[src/hdl/dee_pkg.sv]
// Data EEPROM controller package: codes, sizes and shared types.
// No dependencies.
package dee_pkg;

  localparam int ADDR_BITS = 8;
  localparam int MEM_AW    = (ADDR_BITS < 8) ? ADDR_BITS : 8;
  localparam int MEM_DEPTH = 1 << MEM_AW;

  localparam logic [1:0] FUNC_RD   = 2'd0;
  localparam logic [1:0] FUNC_WR   = 2'd1;
  localparam logic [1:0] FUNC_TICK = 2'd2;

  localparam logic [2:0] SEL_ADDR   = 3'd0;
  localparam logic [2:0] SEL_DATA   = 3'd1;
  localparam logic [2:0] SEL_CTRL   = 3'd2;
  localparam logic [2:0] SEL_UNLOCK = 3'd3;
  localparam logic [2:0] SEL_DONE   = 3'd4;

  localparam logic [7:0] UNLOCK_FIRST  = 8'h55;
  localparam logic [7:0] UNLOCK_SECOND = 8'hAA;

  localparam logic [1:0] LOCK_IDLE = 2'd0;
  localparam logic [1:0] LOCK_HALF = 2'd1;
  localparam logic [1:0] LOCK_OPEN = 2'd2;

  localparam logic [15:0] WRITE_TICKS_RST = 16'd1000;
  localparam logic [7:0]  ERASED_BYTE     = 8'hFF;

  typedef struct packed {
    logic              rd;
    logic              wr;
    logic [MEM_AW-1:0] addr;
    logic [7:0]        wdata;
  } mem_req_t;

  typedef struct packed {
    logic [7:0] rdata;
    logic       write_busy;
    logic       done_flag;
  } result_t;

endpackage

[src/hdl/dee_if.sv]
// Valid/ready channel interfaces for request and result beats.
// No dependencies.
interface dee_in_if;
  logic       valid;
  logic       ready;
  logic [1:0] func;
  logic [2:0] reg_sel;
  logic [7:0] wdata;
  modport source (output valid, func, reg_sel, wdata, input ready);
  modport sink   (input valid, func, reg_sel, wdata, output ready);
endinterface

interface dee_out_if;
  logic       valid;
  logic       ready;
  logic [7:0] rdata;
  logic       write_busy;
  logic       done_flag;
  modport source (output valid, rdata, write_busy, done_flag, input ready);
  modport sink   (input valid, rdata, write_busy, done_flag, output ready);
endinterface

[src/hdl/dee_mem.sv]
// EEPROM byte array with per-byte written bits; unwritten bytes read erased.
// Depends on dee_pkg.
module dee_mem import dee_pkg::*; (
  input  logic       clk,
  input  logic       rst_n,
  input  mem_req_t   req_i,
  output logic [7:0] rdata_o
);

  logic [7:0]           mem_r [MEM_DEPTH];
  logic [MEM_DEPTH-1:0] vld_r;
  logic [7:0]           q_r;
  logic                 q_vld_r;

  always_ff @(posedge clk) begin
    if (req_i.wr) begin
      mem_r[req_i.addr] <= req_i.wdata;
    end
    if (req_i.rd) begin
      q_r <= mem_r[req_i.addr];
    end
  end

  always_ff @(posedge clk) begin
    if (!rst_n) begin
      vld_r   <= '0;
      q_vld_r <= 1'b0;
    end else begin
      if (req_i.wr) begin
        vld_r[req_i.addr] <= 1'b1;
      end
      if (req_i.rd) begin
        q_vld_r <= vld_r[req_i.addr];
      end
    end
  end

  assign rdata_o = q_vld_r ? q_r : ERASED_BYTE;

endmodule

[src/hdl/dee_regs.sv]
// Register file, unlock sequencer and write timer of the EEPROM controller.
// Depends on dee_pkg; drives dee_mem through a mem_req_t.
module dee_regs import dee_pkg::*; (
  input  logic        clk,
  input  logic        rst_n,
  input  logic        go_i,
  input  logic [1:0]  func_i,
  input  logic [2:0]  sel_i,
  input  logic [7:0]  wdata_i,
  input  logic [15:0] write_ticks_i,
  input  logic [7:0]  mem_rdata_i,
  output mem_req_t    mem_req_o,
  output result_t     res_o
);

  logic [7:0]  addr_r, addr_nxt;
  logic [7:0]  data_r, data_nxt;
  logic        use_mem_r, use_mem_nxt;
  logic [1:0]  space_r, space_nxt;
  logic        wren_r, wren_nxt;
  logic        active_r, active_nxt;
  logic [1:0]  lock_r, lock_nxt;
  logic        done_r, done_nxt;
  logic [15:0] tick_r, tick_nxt;
  logic [15:0] tick_inc;
  logic [7:0]  data_eff;
  logic [7:0]  rd;
  mem_req_t    req;

  // data register lives in the array read register after a read request
  assign data_eff = use_mem_r ? mem_rdata_i : data_r;
  assign tick_inc = tick_r + 16'd1;

  always_comb begin
    addr_nxt    = addr_r;
    data_nxt    = data_r;
    use_mem_nxt = use_mem_r;
    space_nxt   = space_r;
    wren_nxt    = wren_r;
    active_nxt  = active_r;
    lock_nxt    = lock_r;
    done_nxt    = done_r;
    tick_nxt    = tick_r;
    rd          = 8'd0;
    req         = '0;
    req.addr    = addr_r[MEM_AW-1:0];
    req.wdata   = data_eff;
    case (func_i)
      FUNC_RD: begin
        case (sel_i)
          SEL_ADDR:   rd = addr_r;
          SEL_DATA:   rd = data_eff;
          SEL_CTRL:   rd = {space_r, 3'b000, wren_r, active_r, 1'b0};
          SEL_UNLOCK: lock_nxt = LOCK_IDLE;
          SEL_DONE:   rd = {7'd0, done_r};
          default: ;
        endcase
      end
      FUNC_WR: begin
        case (sel_i)
          SEL_ADDR: begin
            if (!active_r) addr_nxt = wdata_i;
          end
          SEL_DATA: begin
            if (!active_r) begin
              data_nxt    = wdata_i;
              use_mem_nxt = 1'b0;
            end
          end
          SEL_CTRL: begin
            space_nxt = wdata_i[7:6];
            wren_nxt  = wdata_i[2];
            if (wdata_i[0] && wdata_i[7:6] == 2'd0 && !active_r) begin
              req.rd      = 1'b1;
              use_mem_nxt = 1'b1;
            end
            if (wdata_i[1]) begin
              if (wren_r && lock_r == LOCK_OPEN && wdata_i[7:6] == 2'd0 && !active_r) begin
                active_nxt = 1'b1;
                tick_nxt   = 16'd0;
              end
              lock_nxt = LOCK_IDLE;
            end
          end
          SEL_UNLOCK: begin
            if (wdata_i == UNLOCK_FIRST) begin
              lock_nxt = LOCK_HALF;
            end else if (wdata_i == UNLOCK_SECOND && lock_r == LOCK_HALF) begin
              lock_nxt = LOCK_OPEN;
            end else begin
              lock_nxt = LOCK_IDLE;
            end
          end
          SEL_DONE: begin
            if (!wdata_i[0]) done_nxt = 1'b0;
          end
          default: ;
        endcase
      end
      FUNC_TICK: begin
        if (active_r) begin
          tick_nxt = tick_inc;
          if (tick_inc >= write_ticks_i) begin
            req.wr     = 1'b1;
            active_nxt = 1'b0;
            done_nxt   = 1'b1;
            tick_nxt   = 16'd0;
          end
        end
      end
      default: ;
    endcase
  end

  always_comb begin
    mem_req_o    = req;
    mem_req_o.rd = req.rd & go_i;
    mem_req_o.wr = req.wr & go_i;
  end

  assign res_o = '{rdata: rd, write_busy: active_nxt, done_flag: done_nxt};

  always_ff @(posedge clk) begin
    if (!rst_n) begin
      addr_r    <= 8'd0;
      data_r    <= 8'd0;
      use_mem_r <= 1'b0;
      space_r   <= 2'd0;
      wren_r    <= 1'b0;
      active_r  <= 1'b0;
      lock_r    <= LOCK_IDLE;
      done_r    <= 1'b0;
      tick_r    <= 16'd0;
    end else if (go_i) begin
      addr_r    <= addr_nxt;
      data_r    <= data_nxt;
      use_mem_r <= use_mem_nxt;
      space_r   <= space_nxt;
      wren_r    <= wren_nxt;
      active_r  <= active_nxt;
      lock_r    <= lock_nxt;
      done_r    <= done_nxt;
      tick_r    <= tick_nxt;
    end
  end

endmodule

[src/hdl/data_eeprom_controller_core.sv]
// Channel  | Dir | Payload                          | Handshake
// in_ch    | in  | func, reg_sel, wdata             | valid/ready
// out_ch   | out | rdata, write_busy, done_flag     | valid/ready
// cfg      | in  | cfg_wdata (write tick count)     | cfg_we, no wait
// One beat per cycle sustained while out_ch is ready: input register, one
// pass through the register logic and array port, result register.
// Synchronous active-low reset; the array reads erased until written.
// A stalled result holds; the input register keeps taking beats when
// the result register drains in the same cycle.
// Depends on dee_pkg, dee_if, dee_regs, dee_mem.
module data_eeprom_controller_core import dee_pkg::*; (
  input  logic        clk,
  input  logic        rst_n,
  dee_in_if.sink      in_ch,
  dee_out_if.source   out_ch,
  input  logic        cfg_we,
  input  logic [15:0] cfg_wdata
);

  logic        s1_vld_r;
  logic [1:0]  s1_func_r;
  logic [2:0]  s1_sel_r;
  logic [7:0]  s1_wdata_r;
  logic        out_vld_r;
  result_t     out_r;
  result_t     res;
  logic [15:0] write_ticks_r;
  logic        go;
  logic        in_beat;
  mem_req_t    mem_req;
  logic [7:0]  mem_rdata;

  assign go          = s1_vld_r && (!out_vld_r || out_ch.ready);
  assign in_ch.ready = !s1_vld_r || go;
  assign in_beat     = in_ch.valid && in_ch.ready;

  always_ff @(posedge clk) begin
    if (!rst_n) begin
      write_ticks_r <= WRITE_TICKS_RST;
    end else if (cfg_we) begin
      write_ticks_r <= cfg_wdata;
    end
  end

  always_ff @(posedge clk) begin
    if (!rst_n) begin
      s1_vld_r  <= 1'b0;
      out_vld_r <= 1'b0;
    end else begin
      if (in_beat) begin
        s1_vld_r <= 1'b1;
      end else if (go) begin
        s1_vld_r <= 1'b0;
      end
      if (go) begin
        out_vld_r <= 1'b1;
      end else if (out_ch.ready) begin
        out_vld_r <= 1'b0;
      end
    end
  end

  always_ff @(posedge clk) begin
    if (in_beat) begin
      s1_func_r  <= in_ch.func;
      s1_sel_r   <= in_ch.reg_sel;
      s1_wdata_r <= in_ch.wdata;
    end
    if (go) begin
      out_r <= res;
    end
  end

  dee_regs u_regs (
    .clk           (clk),
    .rst_n         (rst_n),
    .go_i          (go),
    .func_i        (s1_func_r),
    .sel_i         (s1_sel_r),
    .wdata_i       (s1_wdata_r),
    .write_ticks_i (write_ticks_r),
    .mem_rdata_i   (mem_rdata),
    .mem_req_o     (mem_req),
    .res_o         (res)
  );

  dee_mem u_mem (
    .clk     (clk),
    .rst_n   (rst_n),
    .req_i   (mem_req),
    .rdata_o (mem_rdata)
  );

  assign out_ch.valid      = out_vld_r;
  assign out_ch.rdata      = out_r.rdata;
  assign out_ch.write_busy = out_r.write_busy;
  assign out_ch.done_flag  = out_r.done_flag;

endmodule

[src/flat_wrapper.sv]
// flat-port wrapper written by rule: the top's interface ports become plain ports
module data_eeprom_controller_core_flat import dee_pkg::*;
  (clk, rst_n, cfg_we, cfg_wdata, in_ch_valid, in_ch_func, in_ch_reg_sel, in_ch_wdata, in_ch_ready, out_ch_valid, out_ch_rdata, out_ch_write_busy, out_ch_done_flag, out_ch_ready);
  dee_in_if in_ch_i ();
  dee_out_if out_ch_i ();
  input  logic clk;
  input  logic rst_n;
  input  logic cfg_we;
  input  logic [15:0] cfg_wdata;
  input wire logic [$bits(in_ch_i.valid)-1:0] in_ch_valid;
  input wire logic [$bits(in_ch_i.func)-1:0] in_ch_func;
  input wire logic [$bits(in_ch_i.reg_sel)-1:0] in_ch_reg_sel;
  input wire logic [$bits(in_ch_i.wdata)-1:0] in_ch_wdata;
  output wire logic [$bits(in_ch_i.ready)-1:0] in_ch_ready;
  output wire logic [$bits(out_ch_i.valid)-1:0] out_ch_valid;
  output wire logic [$bits(out_ch_i.rdata)-1:0] out_ch_rdata;
  output wire logic [$bits(out_ch_i.write_busy)-1:0] out_ch_write_busy;
  output wire logic [$bits(out_ch_i.done_flag)-1:0] out_ch_done_flag;
  input wire logic [$bits(out_ch_i.ready)-1:0] out_ch_ready;
  assign in_ch_i.valid = in_ch_valid;
  assign in_ch_i.func = in_ch_func;
  assign in_ch_i.reg_sel = in_ch_reg_sel;
  assign in_ch_i.wdata = in_ch_wdata;
  assign in_ch_ready = in_ch_i.ready;
  assign out_ch_valid = out_ch_i.valid;
  assign out_ch_rdata = out_ch_i.rdata;
  assign out_ch_write_busy = out_ch_i.write_busy;
  assign out_ch_done_flag = out_ch_i.done_flag;
  assign out_ch_i.ready = out_ch_ready;
  data_eeprom_controller_core u_core (.clk(clk), .rst_n(rst_n), .in_ch(in_ch_i), .out_ch(out_ch_i), .cfg_we(cfg_we), .cfg_wdata(cfg_wdata));
endmodule
[config.mk]
export PLATFORM = sky130hd
export DESIGN_NAME = data_eeprom_controller_core_flat
export DESIGN_NICKNAME = d
export VERILOG_FILES = /design/src/hdl/dee_pkg.sv /design/src/hdl/dee_if.sv /design/src/hdl/dee_mem.sv /design/src/hdl/dee_regs.sv /design/src/hdl/data_eeprom_controller_core.sv /design/src/flat_wrapper.sv
export SDC_FILE = /design/constraint.sdc
export NUM_CORES = 2
export LEC_CHECK = 0
export BUFFER_PORTS_ARGS = -buffer_cell sky130_fd_sc_hd__buf_2
export CORE_MARGIN = 4
export CORE_UTILIZATION = 60
export CTS_CLUSTER_DIAMETER = 120
export DETAILED_ROUTE_END_ITERATION = 12
export GPL_TIMING_DRIVEN = 1
export PLACE_DENSITY = 0.75
export SETUP_SLACK_MARGIN = 0.02
export SKIP_CTS_REPAIR_TIMING = 1
export SYNTH_ARGS = -nofsm -noshare
export SYNTH_HDL_FRONTEND = slang
export SYNTH_HIERARCHICAL = 1
export SYNTH_SLANG_ARGS = --single-unit
[constraint.sdc]
create_clock -name clk -period 5.1 [get_ports clk]
set_input_delay 0.765 -clock clk [delete_from_list [all_inputs] [get_ports clk]]
set_output_delay 0.765 -clock clk [all_outputs]
set_load 0.02 [all_outputs]
# Word-level counts from Yosys, hierarchy flattened
# Memory sizes are Yosys's and may differ from the RTL's. A register that Yosys moved wholly into a read port is not among the register bits.
# Index checks and enable logic that the tools add are counted.
# W data, S select, Z words.
[op_classes]
add_sub_neg = 1
magnitude_cmp = 3
eq_ne = 19
mux = 45
bitwise = 4
reduce_logical = 28
[op_table]
columns = ["operator", "n"]
rows = [
  ["$or A256 B256 Y256", 1],
  ["$mux W16", 5],
  ["$pmux W16 S2", 1],
  ["$pmux W8 S4", 1],
  ["$mux W1", 25],
  ["$add A16 B1 Y16 const B", 1],
  ["$ge A16 B16 Y1", 1],
  ["$mux W8", 2],
  ["$ne A2 B2 Y1 const B", 5],
  ["$reduce_and A5 Y1", 2],
  ["$reduce_bool A2 Y1", 5],
  ["$logic_and A1 B1 Y1", 9],
  ["$lt A8 B9 Y1 const B", 1],
  ["$bmux W1 S8", 1],
  ["$demux W1 S8", 1],
  ["$eq A8 B7 Y1 const B", 1],
  ["$eq A8 B8 Y1 const B", 1],
  ["$ge A8 B1 Y1 const B", 1],
  ["$mux W2", 4],
  ["$pmux W2 S2", 2],
  ["$reduce_and A4 Y1", 2],
  ["$eq A3 B2 Y1 const B", 2],
  ["$pmux W1 S2", 3],
  ["$reduce_and A6 Y1", 1],
  ["14 further kinds", 22],
]
[totals]
reg_bits = 338
ramBits = 2048
inputBits = 34
output_inout_bits = 12
elab_cells = 121
n_memories = 1
[mem_list]
columns = ["name", "depth", "word_bits", "read_ports", "rd_clocked_by_memory_dff", "wr", "line", "source"]
rows = [
  ["u_core.u_mem.mem_r", 256, 8, 1, 1, 1, "dee_mem.sv:10", "logic [7:0] mem_r [MEM_DEPTH];"],
]

# Logic depth before layout (Yosys ltp)
[logic_depth]
word_depth = 8
ltp_mapped = 21
ltp_nobuf = 18

# Modules after synthesis
# Netlist, hierarchy kept.
[by_module_without_submodules]
columns = ["module", "instances", "cells_per_inst", "area_each_um2", "seq_area_each_um2"]
rows = [
  ["dee_mem", 1, 4209, 88787.7, 66884.1],
  ["dee_regs", 1, 341, 2796.4, 800.8],
  ["data_eeprom_controller_core", 1, 83, 1376.3, 1051.0],
]

# Worst setup path after synthesis
# Ideal clock, no wire load.
[synth_path]
path_type = "reg2reg"
startpoint = "reg u_core.u_regs.tick_r[2]"
endpoint = "mem u_core.u_mem.mem_r[236][0] (enable)"
setup_time_ns = 0.374
t_arrival_ns = 4.246
required_time_ns = 4.726
slack_ns = 0.480
path_stages_with_launch = 20
path_buffers = 4
synth_period_minus_slack_ns = 4.620
path_cell_list = "dfxtp_1 > clkbuf_2 > nand2_1 > or4b_1 > buf_2 > nand2b_4 > or3_1 > nand2_1 > ha_1 > and4_1 > nand2_1 > a2111o_1 > and3_1 > buf_6 > nor2_1 > and2_1 > nor3b_1 > nand2_1 > buf_2 > nor2_1"
[synth_lines]
columns = ["element", "line", "source"]
rows = [
  ["from (decl)", "dee_regs.sv:24", "logic [15:0] tick_r, tick_nxt;"],
  ["from (signal assigned)", "dee_regs.sv:143", "tick_r <= tick_nxt;"],
  ["to (decl)", "dee_mem.sv:10", ""],
]

==> flow_metrics.tcl <==
set metrics [dict create \
    ir_worst_vdd_mv 0.3582 \
    fin_worst_skew_ns 0.05873 \
    r2r-start "u_core/u_regs/tick_r[7]$_SDFFE_PN0P_" \
    worst-setup-path-type "flop to flop" \
    grt_pass1_wl_um 354900 \
    slowest_delay_ns 0.56 \
    drc 0 \
    dieArea_um2 161300 \
    post-route-min-period_ns 4.841 \
    rsz0062_at_grt "false" \
    h-tree-depth 4 \
    async_flop_share_pct 0 \
    dpl_worst_slack_ns -0.2284 \
    fmax_ghz 0.2066 \
    layout_setup_ws_ns 0.2587 \
    start_kind "flop" \
    syn-cell-area_um2 92960 \
    cp_top_family "simple AND/OR/NAND/NOR gates" \
    final-seq-area_um2 68760 \
    clk_path_buf_depth 3 \
    crit_required_ns 5.62 \
    synth_top_cell_by_area "edfxtp_1" \
    antenna_found_initial 8 \
    multi_input_area_um2 22900 \
    path_max_fanout 9 \
    setup_viol 0 \
    p_per_area_nw_per_um2 360.2 \
    gr-total-overflow 0 \
    place_congestion 0.9402 \
    hold_viol_final 0 \
    ys_types 73 \
    wl_per_cell_um 33.10 \
    yosys_warnings 6 \
    synthFlopType "edfxtp_1" \
    hold_path.class "input port to flop" \
    hp-start "in_ch_wdata[5]" \
    yosysTopAreaCellShare_pct 67.16 \
    worst-r2r-setup-slack_ns 0.26 \
    status "complete, no violations" \
    yosysSeqAreaShare_pct 73.94 \
    worst_pin_slew_ns 1.360 \
    pin_count 46 \
    num_rows 144 \
    layout-drive-gt1-share_pct 29.63 \
    slew_headroom_pct 9.074 \
    fin_crit_sh_pct 94.93 \
    min_to "u_core/s1_wdata_r[5]$_DFFE_PP_" \
    syn-num-nets 4687 \
    clkSinkCount 2394 \
    drt_wl_total_um 243300 \
    dr_total_vias 49868 \
    clock_latency_ns 0.86 \
    viasPerCell 6.784 \
    worst_ep_arrival_time_ns 5.36 \
    hold_path_depth 1 \
    crit_buf_inv 2 \
    crit_chain "nand3_1 > or4b_1 > nand2b_4 > or3_1 > nand2_1 > ha_1 > and4_1 > nand2_1 > a2111o_1 > and3_1 > nor2_1 > and2_2 > nor3b_4 > nand2_2 > buf_4 > nor2_1 > buf_4" \
    grt_max_degree 156 \
    path_depth 17 \
    fin_tns_setup_ns 0 \
    antenna_left 0 \
    crit_path_end_kind "flop" \
    r2r.worst_path.cells 17 \
    drv_slew 0 \
    grt_pass1_vias 49756 \
    start_util_pct 60.35 \
    first_pass_iters 7 \
    die-height_um 401.6 \
    synth-edff-count 2079 \
    numCtsBuffers 226 \
    worstReg2RegEnd "u_core/u_mem/mem_r[0][3]$_DFFE_PP_" \
    portBuffers 45 \
    dieWidth_um 401.6 \
    cts_tree "yes" \
    cts-root-buf "clkbuf_16" \
    synth-seq-cells 2394 \
    syn-mean-instance-area_um2 20.06 \
    fill_cells 9196 \
    core-area_um2 154000 \
    clkTransAtPathRegs_ns 0.06 \
    track_usage_pct 30.42 \
    area_growth_pct 14.28 \
    hold_ws_ns 0.07982 \
    nets 5156 \
    cap_violations 0 \
    synthTopCellsByArea "edfxtp_1, mux4_2, dfxtp_1" \
    dp_hpwl_um 150600 \
    p_leak_nw 28.60 \
    synth_cells 4633 \
    crit_slowest_cell "or4b_1" \
    postLayoutCoreUtil_pct 68.96 \
    first_iter_violations 7923 \
]
## logic make-up after synthesis
logic type	after synthesis	share of synthesized area, %
compound gates	467	3.680
mux	785	17.16
xor+xnor	12	0.1131
flops	2394	73.94
buf+inv	323	1.654
simple gates	632	3.179
fa+ha+maj	20	0.2692
## worst max path at each step
stage,startpoint,endpoint,slack [ns]
global route,u_core/u_regs/tick_r[0]$_SDFFE_PN0P_,u_core/u_mem/mem_r[22][4]$_DFFE_PP_,0.02
CTS,u_core/u_regs/tick_r[0]$_SDFFE_PN0P_,u_core/u_mem/mem_r[0][3]$_DFFE_PP_,-0.28
floorplan,u_core/u_regs/tick_r[2]$_SDFFE_PN0P_,u_core/u_mem/mem_r[236][0]$_DFFE_PP_,0.48
finish,u_core/u_regs/tick_r[7]$_SDFFE_PN0P_,u_core/u_mem/mem_r[0][3]$_DFFE_PP_,0.26
global placement,u_core/u_regs/tick_r[0]$_SDFFE_PN0P_,u_core/u_mem/mem_r[128][3]$_DFFE_PP_,-0.10
detailed placement,u_core/u_regs/tick_r[0]$_SDFFE_PN0P_,u_core/u_mem/mem_r[32][1]$_DFFE_PP_,-0.23
## layout by cell type (no fill, tap or decap), types with 20 or more instances in the layout
cell       count
clkinv_2      42
o22ai_1       28
dfxtp_1      308
nor3_1        27
inv_1         33
buf_12        31
nand3_1       24
clkbuf_16    227
clkbuf_8      29
ha_1          20
mux4_2       646
nor2b_1       44
nand2_1       99
a22oi_1       51
buf_4        453
clkbuf_1      63
o21a_1       258
clkinv_1      23
edfxtp_1    2079
mux2i_1      127
buf_2         44
a21oi_1       40
nor2_1       309
## per-stage QoR
| stage | cell area, µm² | instances | total power, mW |
|---|---|---|---|
| after global placement | 98570 | 6918 | 21.68 |
| after detailed placement | 98570 | 6918 | 21.69 |
| after global routing | 106200 | 7350 | 39.34 |
| final | 106200 | 7351 | 38.26 |
| after CTS | 106200 | 7349 | 38.42 |
| after floorplan | 92960 | 4633 | 21.60 |
## registers in the layout, indices dropped and copies added, names as in the netlist, 2 cells and up
register               cells
u_core/u_mem/mem_r      2048
u_core/u_mem/vld_r       256
u_core/u_regs/tick_r      16
u_core/write_ticks_r      16
u_core/out_ch.rdata        8
u_core/s1_wdata_r          8
u_core/u_mem/q_r           8
u_core/u_regs/addr_r       8
u_core/u_regs/data_r       8
u_core/s1_sel_r            3
u_core/s1_func_r           2
u_core/u_regs/lock_r       2
u_core/u_regs/space_r      2
## worst register-to-register path: stages (launching register included)
cell	delay (ns)
dfxtp_1	0.40
nand3_1	0.18
or4b_1	0.56
nand2b_4	0.20
or3_1	0.36
nand2_1	0.08
ha_1	0.15
and4_1	0.21
nand2_1	0.07
a2111o_1	0.37
and3_1	0.21
nor2_1	0.15
and2_2	0.32
nor3b_4	0.35
nand2_2	0.26
buf_4	0.29
nor2_1	0.13
buf_4	0.21
## synth_stat cells, types with 19 or more instances
master / count
edfxtp_1: 2079
clkbuf_1: 144
a22oi_1: 51
nor3_1: 28
dfxtp_1: 315
nand2b_1: 19
nand2_1: 100
mux4_2: 646
buf_1: 27
buf_6: 19
a21oi_1: 40
o22ai_1: 28
ha_1: 20
mux2i_1: 127
inv_1: 33
nor2_1: 312
buf_2: 78
nor4_1: 20
nand3_1: 24
o21a_1: 258
nor2b_1: 46
## report_power, final
| group | internal (mW) | switching (mW) |
|---|---|---|
| logic | 0.0763 | 0.164 |
| registers | 21.0 | 0.0214 |
| clock network | 9.66 | 7.33 |
## cell type report
class / count / area share (%)
clock buffer: 319 / 5.945
tap: 2044 / 2.407
sequential: 2394 / 64.72
timing repair buffer: 529 / 4.007
antenna: 2 / 0.004711
multi-input combinational: 1916 / 21.56
clock inverter: 112 / 1.233
inverter: 35 / 0.1237
## metal layers
metal,global-route usage (%),vias to the layer above,routed length (µm)
li1,-,19912,-
met2,45.35,3382,112600
met4,13.91,6,13010
met5,0.5947,-,157
met1,42.41,25948,87620
met3,8.655,620,29870
Note: power is estimated with default switching activity, not from simulation.
